`src/sv/bdeq_pkg.sv`:
```
`timescale 1ns / 1ps

package bdeq_pkg;

  // Defaults for the top-level parameters
  localparam int BUTTONS_DEFAULT     = 6;
  localparam int QUEUE_DEPTH_DEFAULT = 16;

  // Fixed field widths
  localparam int FUNC_W    = 2;
  localparam int RAW_W     = 6;
  localparam int TIME_W    = 32;
  localparam int IDX_W     = 3;
  localparam int KIND_W    = 2;
  localparam int MASK_W    = 6;
  localparam int CFG_W     = 16;
  localparam int CFG_IDX_W = 2;

  // Reset values of the configuration registers
  localparam logic [CFG_W-1:0] DEBOUNCE_RESET   = 16'd20;
  localparam logic [CFG_W-1:0] LONG_PRESS_RESET = 16'd1000;

  // Function codes of an input word
  localparam logic [FUNC_W-1:0] FUNC_POLL = 2'd0;
  localparam logic [FUNC_W-1:0] FUNC_POP  = 2'd1;
  localparam logic [FUNC_W-1:0] FUNC_INIT = 2'd2;

  // Configuration register indexes
  localparam logic [CFG_IDX_W-1:0] CFG_DEBOUNCE   = 2'd0;
  localparam logic [CFG_IDX_W-1:0] CFG_LONG_PRESS = 2'd1;
  localparam logic [CFG_IDX_W-1:0] CFG_ACTIVE     = 2'd2;

  // Event kinds
  localparam logic [KIND_W-1:0] KIND_PRESS   = 2'd0;
  localparam logic [KIND_W-1:0] KIND_RELEASE = 2'd1;
  localparam logic [KIND_W-1:0] KIND_SHORT   = 2'd2;
  localparam logic [KIND_W-1:0] KIND_LONG    = 2'd3;

  // Datapath commands issued by the controller
  typedef enum logic [3:0] {
    OP_NONE,
    OP_CAPTURE,
    OP_INIT,
    OP_DEB,
    OP_LONG,
    OP_PUSH,
    OP_NEXT,
    OP_LOAD_PLAIN,
    OP_LOAD_POP
  } dp_op_t;

  // Datapath status seen by the controller
  typedef struct packed {
    logic ev_pending;
    logic btn_last;
    logic out_full;
  } dp_status_t;

endpackage

```
`src/sv/button_debounce_event_queue_top.sv`:
```
`timescale 1ns / 1ps

// Button debouncer with long-press detection and an event ring.
// Input channel (in_valid/in_ready): one word per command. func selects
// poll (sample raw_levels at current_time), pop (take the oldest event)
// or init (load raw levels as stable, clear the ring). Unused func codes
// change nothing but still return a word.
// Output channel (out_valid/out_ready): exactly one word per input word,
// in order. event_valid marks a popped event; pressed_mask always shows the
// stable pressed buttons after the command.
// For a poll, the per-button sequencer walks the buttons one at a time
// and the event memory takes one push per cycle. One command is in
// flight at a time; in_ready returns the cycle after the result is
// loaded into the output register.
// A stalled receiver holds the output register; the next command is still
// accepted and runs up to its final load, where it waits.
// Reset (rst, synchronous) restores debounce 20 ms, long press 1000 ms,
// active-low buttons, clears all button state and empties the ring.
// Write config only while idle: cfg_we with cfg_index 0 debounce time,
// 1 long-press time, 2 active level.

module button_debounce_event_queue_top import bdeq_pkg::*; #(
  parameter int BUTTONS     = BUTTONS_DEFAULT,
  parameter int QUEUE_DEPTH = QUEUE_DEPTH_DEFAULT
) (
  input  logic                 clk,
  input  logic                 rst,
  input  logic                 cfg_we,
  input  logic [CFG_IDX_W-1:0] cfg_index,
  input  logic [CFG_W-1:0]     cfg_data,
  input  logic                 in_valid,
  output logic                 in_ready,
  input  logic [FUNC_W-1:0]    func,
  input  logic [RAW_W-1:0]     raw_levels,
  input  logic [TIME_W-1:0]    current_time,
  output logic                 out_valid,
  input  logic                 out_ready,
  output logic                 event_valid,
  output logic [IDX_W-1:0]     button_index,
  output logic [KIND_W-1:0]    event_kind,
  output logic [TIME_W-1:0]    event_time,
  output logic [TIME_W-1:0]    hold_time,
  output logic [MASK_W-1:0]    pressed_mask
);

  dp_op_t     cmd;
  dp_status_t status;

  // Sequencer: walks buttons, drains staged events into the ring
  bdeq_ctrl u_ctrl (
    .clk      (clk),
    .rst      (rst),
    .in_valid (in_valid),
    .in_ready (in_ready),
    .func     (func),
    .status   (status),
    .cmd      (cmd)
  );

  // Button state, event ring and output register
  bdeq_datapath #(
    .BUTTONS     (BUTTONS),
    .QUEUE_DEPTH (QUEUE_DEPTH)
  ) u_datapath (
    .clk          (clk),
    .rst          (rst),
    .cmd          (cmd),
    .status       (status),
    .cfg_we       (cfg_we),
    .cfg_index    (cfg_index),
    .cfg_data     (cfg_data),
    .raw_levels   (raw_levels),
    .current_time (current_time),
    .out_valid    (out_valid),
    .out_ready    (out_ready),
    .event_valid  (event_valid),
    .button_index (button_index),
    .event_kind   (event_kind),
    .event_time   (event_time),
    .hold_time    (hold_time),
    .pressed_mask (pressed_mask)
  );

endmodule

```
`src/sv/bdeq_ctrl.sv`:
```
`timescale 1ns / 1ps

module bdeq_ctrl import bdeq_pkg::*; (
  input  logic              clk,
  input  logic              rst,
  input  logic              in_valid,
  output logic              in_ready,
  input  logic [FUNC_W-1:0] func,
  input  dp_status_t        status,
  output dp_op_t            cmd
);

  typedef enum logic [8:0] {
    S_IDLE      = 9'b000000001,
    S_INIT      = 9'b000000010,
    S_DEB       = 9'b000000100,
    S_DEB_PUSH  = 9'b000001000,
    S_LONG      = 9'b000010000,
    S_LONG_PUSH = 9'b000100000,
    S_POP_RD    = 9'b001000000,
    S_POP_OUT   = 9'b010000000,
    S_DONE      = 9'b100000000
  } state_t;

  state_t state;
  state_t state_next;

  assign in_ready = (state == S_IDLE);

  always_ff @(posedge clk) begin
    if (rst) begin
      state <= S_IDLE;
    end else begin
      state <= state_next;
    end
  end

  always_comb begin
    state_next = state;
    cmd        = OP_NONE;
    unique case (state)
      S_IDLE: begin
        if (in_valid) begin
          cmd = OP_CAPTURE;
          unique case (func)
            FUNC_POLL: state_next = S_DEB;
            FUNC_POP:  state_next = S_POP_RD;
            FUNC_INIT: state_next = S_INIT;
            default:   state_next = S_DONE;
          endcase
        end
      end
      S_INIT: begin
        cmd        = OP_INIT;
        state_next = S_DONE;
      end
      S_DEB: begin
        cmd        = OP_DEB;
        state_next = S_DEB_PUSH;
      end
      S_DEB_PUSH: begin
        if (status.ev_pending) begin
          cmd = OP_PUSH;
        end else begin
          state_next = S_LONG;
        end
      end
      S_LONG: begin
        cmd        = OP_LONG;
        state_next = S_LONG_PUSH;
      end
      S_LONG_PUSH: begin
        if (status.ev_pending) begin
          cmd = OP_PUSH;
        end else if (status.btn_last) begin
          state_next = S_DONE;
        end else begin
          cmd        = OP_NEXT;
          state_next = S_DEB;
        end
      end
      // memory read data lands at the end of this cycle
      S_POP_RD: begin
        state_next = S_POP_OUT;
      end
      S_POP_OUT: begin
        if (!status.out_full) begin
          cmd        = OP_LOAD_POP;
          state_next = S_IDLE;
        end
      end
      S_DONE: begin
        if (!status.out_full) begin
          cmd        = OP_LOAD_PLAIN;
          state_next = S_IDLE;
        end
      end
      default: begin
        state_next = S_IDLE;
      end
    endcase
  end

endmodule

```
`src/sv/bdeq_datapath.sv`:
```
`timescale 1ns / 1ps

module bdeq_datapath import bdeq_pkg::*; #(
  parameter int BUTTONS     = BUTTONS_DEFAULT,
  parameter int QUEUE_DEPTH = QUEUE_DEPTH_DEFAULT
) (
  input  logic                 clk,
  input  logic                 rst,
  input  dp_op_t               cmd,
  output dp_status_t           status,
  input  logic                 cfg_we,
  input  logic [CFG_IDX_W-1:0] cfg_index,
  input  logic [CFG_W-1:0]     cfg_data,
  input  logic [RAW_W-1:0]     raw_levels,
  input  logic [TIME_W-1:0]    current_time,
  output logic                 out_valid,
  input  logic                 out_ready,
  output logic                 event_valid,
  output logic [IDX_W-1:0]     button_index,
  output logic [KIND_W-1:0]    event_kind,
  output logic [TIME_W-1:0]    event_time,
  output logic [TIME_W-1:0]    hold_time,
  output logic [MASK_W-1:0]    pressed_mask
);

  localparam int BTN_W   = (BUTTONS > 1) ? $clog2(BUTTONS) : 1;
  localparam int PTR_W   = $clog2(QUEUE_DEPTH);
  localparam int RAWX_W  = (BUTTONS > RAW_W) ? BUTTONS : RAW_W;
  localparam int ENTRY_W = IDX_W + KIND_W + 2 * TIME_W;

  // Configuration
  logic [CFG_W-1:0] debounce_time;
  logic [CFG_W-1:0] long_press_time;
  logic             active_level;

  // Captured input word
  logic [RAW_W-1:0]  raw_q;
  logic [TIME_W-1:0] now_q;

  // Per-button state
  logic [BUTTONS-1:0] sampled;
  logic [BUTTONS-1:0] stable;
  logic [BUTTONS-1:0] pending;
  logic [BUTTONS-1:0] long_rep;
  logic [TIME_W-1:0]  deadline    [BUTTONS];
  logic [TIME_W-1:0]  press_start [BUTTONS];
  logic [BTN_W-1:0]   btn;

  // Events waiting to be pushed
  logic [1:0]        ev_count;
  logic [KIND_W-1:0] ev0_kind;
  logic [KIND_W-1:0] ev1_kind;
  logic [TIME_W-1:0] ev0_hold;
  logic [TIME_W-1:0] ev1_hold;
  logic [TIME_W-1:0] held_q;

  // Event ring
  logic [ENTRY_W-1:0] mem [QUEUE_DEPTH];
  logic [ENTRY_W-1:0] rd_data;
  logic [PTR_W-1:0]   wp;
  logic [PTR_W-1:0]   rp;
  logic [PTR_W-1:0]   wp_inc;
  logic [PTR_W-1:0]   rp_inc;
  logic               q_empty;

  logic               out_full;

  // Per-button step signals
  logic [RAWX_W-1:0]  raw_pad;
  logic [BUTTONS-1:0] press_now;
  logic               cur_press;
  logic               changed;
  logic [TIME_W-1:0]  dl_sum;
  logic [TIME_W-1:0]  dl_diff;
  logic [TIME_W-1:0]  hold_diff;
  logic [TIME_W-1:0]  long_diff;
  logic               due;
  logic               pend_a;
  logic               fire;
  logic               flip;
  logic               long_hit;

  function automatic logic [PTR_W-1:0] ptr_inc(input logic [PTR_W-1:0] p);
    return (p == PTR_W'(QUEUE_DEPTH - 1)) ? '0 : p + 1'b1;
  endfunction

  // Buttons past the raw field read level 0
  assign raw_pad   = RAWX_W'(raw_q);
  assign press_now = ~(raw_pad[BUTTONS-1:0] ^ {BUTTONS{active_level}});

  assign cur_press = press_now[btn];
  assign changed   = cur_press != sampled[btn];
  assign dl_sum    = now_q + TIME_W'(debounce_time);
  assign dl_diff   = now_q - deadline[btn];
  assign hold_diff = now_q - press_start[btn];
  // a fresh deadline is already due only for a zero debounce time
  assign due       = changed ? (debounce_time == '0) : ~dl_diff[TIME_W-1];
  assign pend_a    = changed | pending[btn];
  assign fire      = pend_a & due;
  assign flip      = fire & (stable[btn] != cur_press);

  assign long_diff = held_q - TIME_W'(long_press_time);
  assign long_hit  = stable[btn] & ~long_rep[btn] & ~long_diff[TIME_W-1];

  assign wp_inc  = ptr_inc(wp);
  assign rp_inc  = ptr_inc(rp);
  assign q_empty = (rp == wp);

  assign status.ev_pending = (ev_count != 2'd0);
  assign status.btn_last   = (btn == BTN_W'(BUTTONS - 1));
  assign status.out_full   = out_full;

  always_ff @(posedge clk) begin
    if (rst) begin
      debounce_time   <= DEBOUNCE_RESET;
      long_press_time <= LONG_PRESS_RESET;
      active_level    <= 1'b0;
    end else if (cfg_we) begin
      unique case (cfg_index)
        CFG_DEBOUNCE:   debounce_time   <= cfg_data;
        CFG_LONG_PRESS: long_press_time <= cfg_data;
        CFG_ACTIVE:     active_level    <= cfg_data[0];
        default: ;
      endcase
    end
  end

  always_ff @(posedge clk) begin
    if (cmd == OP_CAPTURE) begin
      raw_q <= raw_levels;
      now_q <= current_time;
    end
  end

  always_ff @(posedge clk) begin
    if (rst) begin
      btn <= '0;
    end else if (cmd == OP_CAPTURE) begin
      btn <= '0;
    end else if (cmd == OP_NEXT) begin
      btn <= btn + 1'b1;
    end
  end

  always_ff @(posedge clk) begin
    if (rst) begin
      sampled  <= '0;
      stable   <= '0;
      pending  <= '0;
      long_rep <= '0;
      for (int i = 0; i < BUTTONS; i++) begin
        deadline[i]    <= '0;
        press_start[i] <= '0;
      end
    end else begin
      case (cmd)
        OP_INIT: begin
          sampled  <= press_now;
          stable   <= press_now;
          pending  <= '0;
          long_rep <= '0;
          for (int i = 0; i < BUTTONS; i++) begin
            deadline[i]    <= '0;
            press_start[i] <= now_q;
          end
        end
        OP_DEB: begin
          sampled[btn] <= cur_press;
          pending[btn] <= pend_a & ~due;
          if (changed) begin
            deadline[btn] <= dl_sum;
          end
          if (flip) begin
            stable[btn] <= cur_press;
            if (cur_press) begin
              press_start[btn] <= now_q;
              long_rep[btn]    <= 1'b0;
            end
          end
        end
        OP_LONG: begin
          if (long_hit) begin
            long_rep[btn] <= 1'b1;
          end
        end
        default: ;
      endcase
    end
  end

  // Stage events for the push loop; hold time after this step goes to held_q
  always_ff @(posedge clk) begin
    if (rst) begin
      ev_count <= 2'd0;
    end else begin
      case (cmd)
        OP_DEB: begin
          if (flip && cur_press) begin
            ev_count <= 2'd1;
          end else if (flip) begin
            ev_count <= long_rep[btn] ? 2'd1 : 2'd2;
          end else begin
            ev_count <= 2'd0;
          end
        end
        OP_LONG: ev_count <= long_hit ? 2'd1 : 2'd0;
        OP_PUSH: ev_count <= ev_count - 2'd1;
        default: ;
      endcase
    end
  end

  always_ff @(posedge clk) begin
    case (cmd)
      OP_DEB: begin
        held_q   <= (flip && cur_press) ? '0 : hold_diff;
        ev0_kind <= cur_press ? KIND_PRESS : KIND_RELEASE;
        ev0_hold <= cur_press ? '0 : hold_diff;
        ev1_kind <= KIND_SHORT;
        ev1_hold <= hold_diff;
      end
      OP_LONG: begin
        ev0_kind <= KIND_LONG;
        ev0_hold <= held_q;
      end
      OP_PUSH: begin
        ev0_kind <= ev1_kind;
        ev0_hold <= ev1_hold;
      end
      default: ;
    endcase
  end

  // Ring pointers; a push into a full ring drops the oldest entry
  always_ff @(posedge clk) begin
    if (rst) begin
      wp <= '0;
      rp <= '0;
    end else begin
      case (cmd)
        OP_INIT: begin
          wp <= '0;
          rp <= '0;
        end
        OP_PUSH: begin
          wp <= wp_inc;
          if (wp_inc == rp) begin
            rp <= rp_inc;
          end
        end
        OP_LOAD_POP: begin
          if (!q_empty) begin
            rp <= rp_inc;
          end
        end
        default: ;
      endcase
    end
  end

  always_ff @(posedge clk) begin
    if (cmd == OP_PUSH) begin
      mem[wp] <= {IDX_W'(btn), ev0_kind, now_q, ev0_hold};
    end
    rd_data <= mem[rp];
  end

  // Output register
  always_ff @(posedge clk) begin
    if (rst) begin
      out_full <= 1'b0;
    end else if (cmd == OP_LOAD_PLAIN || cmd == OP_LOAD_POP) begin
      out_full <= 1'b1;
    end else if (out_ready) begin
      out_full <= 1'b0;
    end
  end

  always_ff @(posedge clk) begin
    if (cmd == OP_LOAD_PLAIN || cmd == OP_LOAD_POP) begin
      pressed_mask <= MASK_W'(stable);
      if (cmd == OP_LOAD_POP && !q_empty) begin
        event_valid  <= 1'b1;
        button_index <= rd_data[ENTRY_W-1 -: IDX_W];
        event_kind   <= rd_data[2*TIME_W +: KIND_W];
        event_time   <= rd_data[TIME_W +: TIME_W];
        hold_time    <= rd_data[TIME_W-1:0];
      end else begin
        event_valid  <= 1'b0;
        button_index <= '0;
        event_kind   <= KIND_PRESS;
        event_time   <= '0;
        hold_time    <= '0;
      end
    end
  end

  assign out_valid = out_full;

endmodule
```
`config.mk`:
```
export PLATFORM = sky130hd
export DESIGN_NAME = button_debounce_event_queue_top
export DESIGN_NICKNAME = d
export VERILOG_FILES = /design/src/sv/bdeq_pkg.sv /design/src/sv/button_debounce_event_queue_top.sv /design/src/sv/bdeq_ctrl.sv /design/src/sv/bdeq_datapath.sv
export SDC_FILE = /design/constraint.sdc
export NUM_CORES = 2
export LEC_CHECK = 0
export BUFFER_PORTS_ARGS = -buffer_cell sky130_fd_sc_hd__buf_2
export CORE_ASPECT_RATIO = 0.9
export CORE_MARGIN = 1
export CORE_UTILIZATION = 45
export DETAILED_ROUTE_END_ITERATION = 8
export PLACE_DENSITY = 0.59
export SLEW_MARGIN = 20
export SYNTH_ARGS = -nofsm -noshare
export SYNTH_HDL_FRONTEND = slang
export SYNTH_SLANG_ARGS = --single-unit
```
`constraint.sdc`:
```
create_clock -name clk -period 8.93 [get_ports clk]
set_clock_uncertainty 0.1 [all_clocks]
set_input_delay 1.3395 -clock clk [delete_from_list [all_inputs] [get_ports clk]]
set_output_delay 1.3395 -clock clk [all_outputs]
set_load 0.02 [all_outputs]
```
==> key figures <==
CTS
  – Number of buffers between clock root and the deepest sink: 3
  – Sink Count: roughly 2.0k
  – Skew-Pair Late Insertion Delay: 840 ps
  – CTS clk-pin slew, worst paths: around 60 ps
  – CTS buffer count: slightly below 200
  – Count of buffers added by post-CTS timing repair for setup: 0
  – H-tree levels: 4
  – Number of instances resized during post-cts repair: 0
  – Buffer type at the clock tree root: clkbuf_16
  – Clock tree from TritonCTS: built
  – Hold-fix buffers, CTS: 0

Place
  – GP Congestion: just over 0.8
  – Post-placement cell area: approximately 84000 µm²
  – Number of buffers inserted by port buffering: 140
  – Placed Cells: 6873
  – Detailed-placement wirelength estimate: between 100000 and 150000 µm

Global route
  – Wire length of the first global-routing pass: 284000 µm
  – Total global-route track usage: between 20% and 30%
  – Initial antenna violation count: 9
  – Overflow left after global routing: 0
  – Number of global-route vias before repair: around 41k
  – Pin count of the biggest net entering global routing: 140

Power and ir drop
  – Design Power: 20.1 mW
  – Worst IR Drop VDD: 0.000156 V
  – Pwr/cell area: around 220 nW/µm²
  – LEAKAGE: a little over 30 nW

Die
  – Width of the die: approximately 450 µm
  – Area of the core region: between 150000 and 200000 µm²
  – Vertical die dimension: approximately 400 µm
  – Cell Rows: approximately 150
  – Starting density of the core: 45.3%
  – Number of top-level design ports: between 100 and 150
  – Die footprint: around 180000 µm²

Synth
  – Count of unique library cells instantiated by Yosys: 83
  – Share of flip-flops with an asynchronous set or reset after synthesis: 0%
  – Number of flops mapped to enable cells by yosys: 1828
  – Largest area contributor in the synthesized netlist: edfxtp_1
  – Cells after synthesis: ~4.3k
  – Total standard cell area after synthesis: between 70000 and 80000 µm²
  – Mean Syn Cell Area: between 15 and 20 µm²
  – Warnings, synthesis: 0
  – Library cell with the highest instance count after synthesis: edfxtp_1
  – Most area-consuming cells after synthesis: edfxtp_1 (69%), mux4_2 (13%), dfxtp_1 (3.8%)
  – Flip-flop and latch count after synthesis: 1980
  – Synth top cells by count: edfxtp_1 (1828), mux4_2 (474), nor2_1 (310)
  – Fraction of post-synthesis cell area in the top cell type by area: 68.8%
  – Top flip-flop cell by instance count after synthesis: edfxtp_1
  – Sequential-to-total area share from yosys stat: 72.6%

Layout
  – Post-layout utilization of the core: between 50% and 60%
  – Fill cell count: between 10k and 15k
  – Sequential Area: 58000 µm²
  – Combined area of the multi-input logic cells: roughly 21000 µm²
  – Fin area: 90700 µm²
  – Final Net Count: 4871
  – Share of cells above drive strength 1: between 20% and 30%
  – Post-layout instance count excluding filler cells: slightly above 7k
  – Synthesis-to-finish area growth: 13.6%

Timing
  – RSZ-0062 raised after global routing: false
  – F_max: 156 MHz
  – Final max-slew violation count: 0
  – Normalized max-slew margin: a little over a quarter
  – Setup TNS after final layout: 0 ps
  – Final clock period utilization by the worst path: 71.8%
  – Min Clock Period, post-route: ~6400 ps
  – Worst-Margin Slew: 1100 ps
  – Setup violations, final: 0
  – Final hold violations: 0

Route
  – Number of design-rule violations left by the first detailed-router iteration: between 4k and 5k
  – DR vias: 40.6k
  – Number of nets with antenna violations after routing: 0
  – Detailed-route wire length: around 190000 µm
  – WL per Instance: about 27 µm
  – Post-detailed-route via-to-cell ratio: 5.61
  – Total DRC errors in the routed layout: 0
  – Number of iterations in the first detailed-routing pass: 6

Worst setup path
  – Critical path peak fanout: 38
  – Cell-by-cell listing of the critical path: buf_4 > mux4_2 > mux2i_1 > ha_1 > nand3_1 > nor2_1 > a21oi_1 > o21ai_0 > a41oi_1 > xor2_1 > o41ai_4 > buf_4 > nand3_4 > a21oi_4 > and2_1
  – Critical setup path kind: reg2reg
  – Top cell family by delay on the critical path: compound AO/OA/AOI/OAI gates
  – Kind of end point of the critical path: flop
  – Startpoint type of the worst setup path: flop
  – Cell with the most instances on the worst path: buf_4
  – Combined buffer and inverter count along the critical path: 2
  – CP max stage delay: roughly 860 ps
  – Critical path data arrival time: between 6000 and 7000 ps
  – Slowest cell on crit path: dfxtp_4
  – Required time of the worst setup path: between 9000 and 10000 ps

Worst hold path
  – Worst hold path class: reg2reg

Status
  – Status: completed

Job
  – Max-cap violations: 0
[worst register-to-register path, cell delays in order (launching register included)]
cell and delay, ps:
dfxtp_4 860, buf_4 510, mux4_2 550, mux2i_1 240
ha_1 290, nand3_1 90, nor2_1 50, a21oi_1 280
o21ai_0 230, a41oi_1 470, xor2_1 280, o41ai_4 660
buf_4 520, nand3_4 160, a21oi_4 700, and2_1 250
[where the power goes]
| group | switching (mW) | total [mW] | leakage [nW] | internal (mW) |
|---|---|---|---|---|
| logic | 0.845 | 1.18 | 8.57 | 0.335 |
| clock network | 3.56 | 8.37 | 3.22 | 4.81 |
| registers | 0.110 | 10.6 | 18.5 | 10.5 |
[registers in the layout, summed over array words and instances (netlist names), 9 cells and up, named ones only]
register,cells
u_ctrl.state,9
u_datapath.held_q,32
u_datapath.press_start,256
u_datapath.now_q,32
u_datapath.rd_data,69
u_datapath.long_press_time,16
u_datapath.mem,1104
u_datapath.ev1_hold,32
u_datapath.debounce_time,16
u_datapath.event_time,32
u_datapath.deadline,256
u_datapath.hold_time,32
u_datapath.ev0_hold,32
[per-layer routing]
layer / GRT usage [%] / up-vias / share of wire (%) / wire (µm)
met5: 0 / - / 0 / 0
met3: 3.06 / 217 / 5.2 / 10100
met4: 4.53 / 0 / 1.7 / 3300
met2: 35.9 / 1169 / 49 / 95300
met1: 31.0 / 21507 / 44 / 85400
li1: - / 17754 / - / -
[layout make-up]
| type | count | share of cell area (%) |
|---|---|---|
| clock inverters | 91 | 1.12 |
| diodes | 4 | 0.0110 |
| inverters | 116 | 0.482 |
| clock buffers | 282 | 6.16 |
| repair buffers | 251 | 1.73 |
| multi-input cells | 2158 | 23.3 |
| well taps | 2368 | 3.27 |
| flip-flops and latches | 1980 | 63.9 |
[kinds of logic (layout without fill, tap and decap cells)]
group / count (synthesis) / in the layout / synth area share (%)
buffers and inverters: 336 / 740 / 1.70
flip-flops: 1980 / 1980 / 72.6
AND/OR/NAND/NOR: 941 / 941 / 5.97
XOR/XNOR: 71 / 71 / 0.779
multiplexers: 550 / 550 / 14.3
other: 1 / 132 / 0.00470
AO/OA/AOI/OAI: 366 / 366 / 3.00
adder cells (fa/ha/maj): 102 / 102 / 1.62
[layout by cell type (no fill, tap or decap), drive strengths merged, types with 100 or more instances in the layout]
cell type	instances
a21oi	106
nor2	310
mux4	474
nand2	156
buf	251
edfxtp	1828
inv	118
dfxtp	152
clkbuf	282
and2	271
conb	128
ha	100
[metrics by stage]
stage	hold slack [ps]	setup slack (ps)
6_report	358	2520
5_1_grt	383	2060
4_1_cts	361	2370
3_5_place_dp	352	2430
3_3_place_gp	350	2530
2_1_floorplan	329	-793
[path summary, 6_finish.rpt]
path	start	end	slack, ps	cells past startpoint
worst min-delay path	u_datapath.long_press_time[4]	u_datapath.long_press_time[4]	360	2
worst max register to register	flop	u_datapath.press_start[5][14]	2520	15
worst max-delay path	flop	u_datapath.press_start[5][14]	2520	15
worst min register to register	u_datapath.long_press_time[4]	u_datapath.long_press_time[4]	360	2
Note: power is estimated with default switching activity, not from simulation.
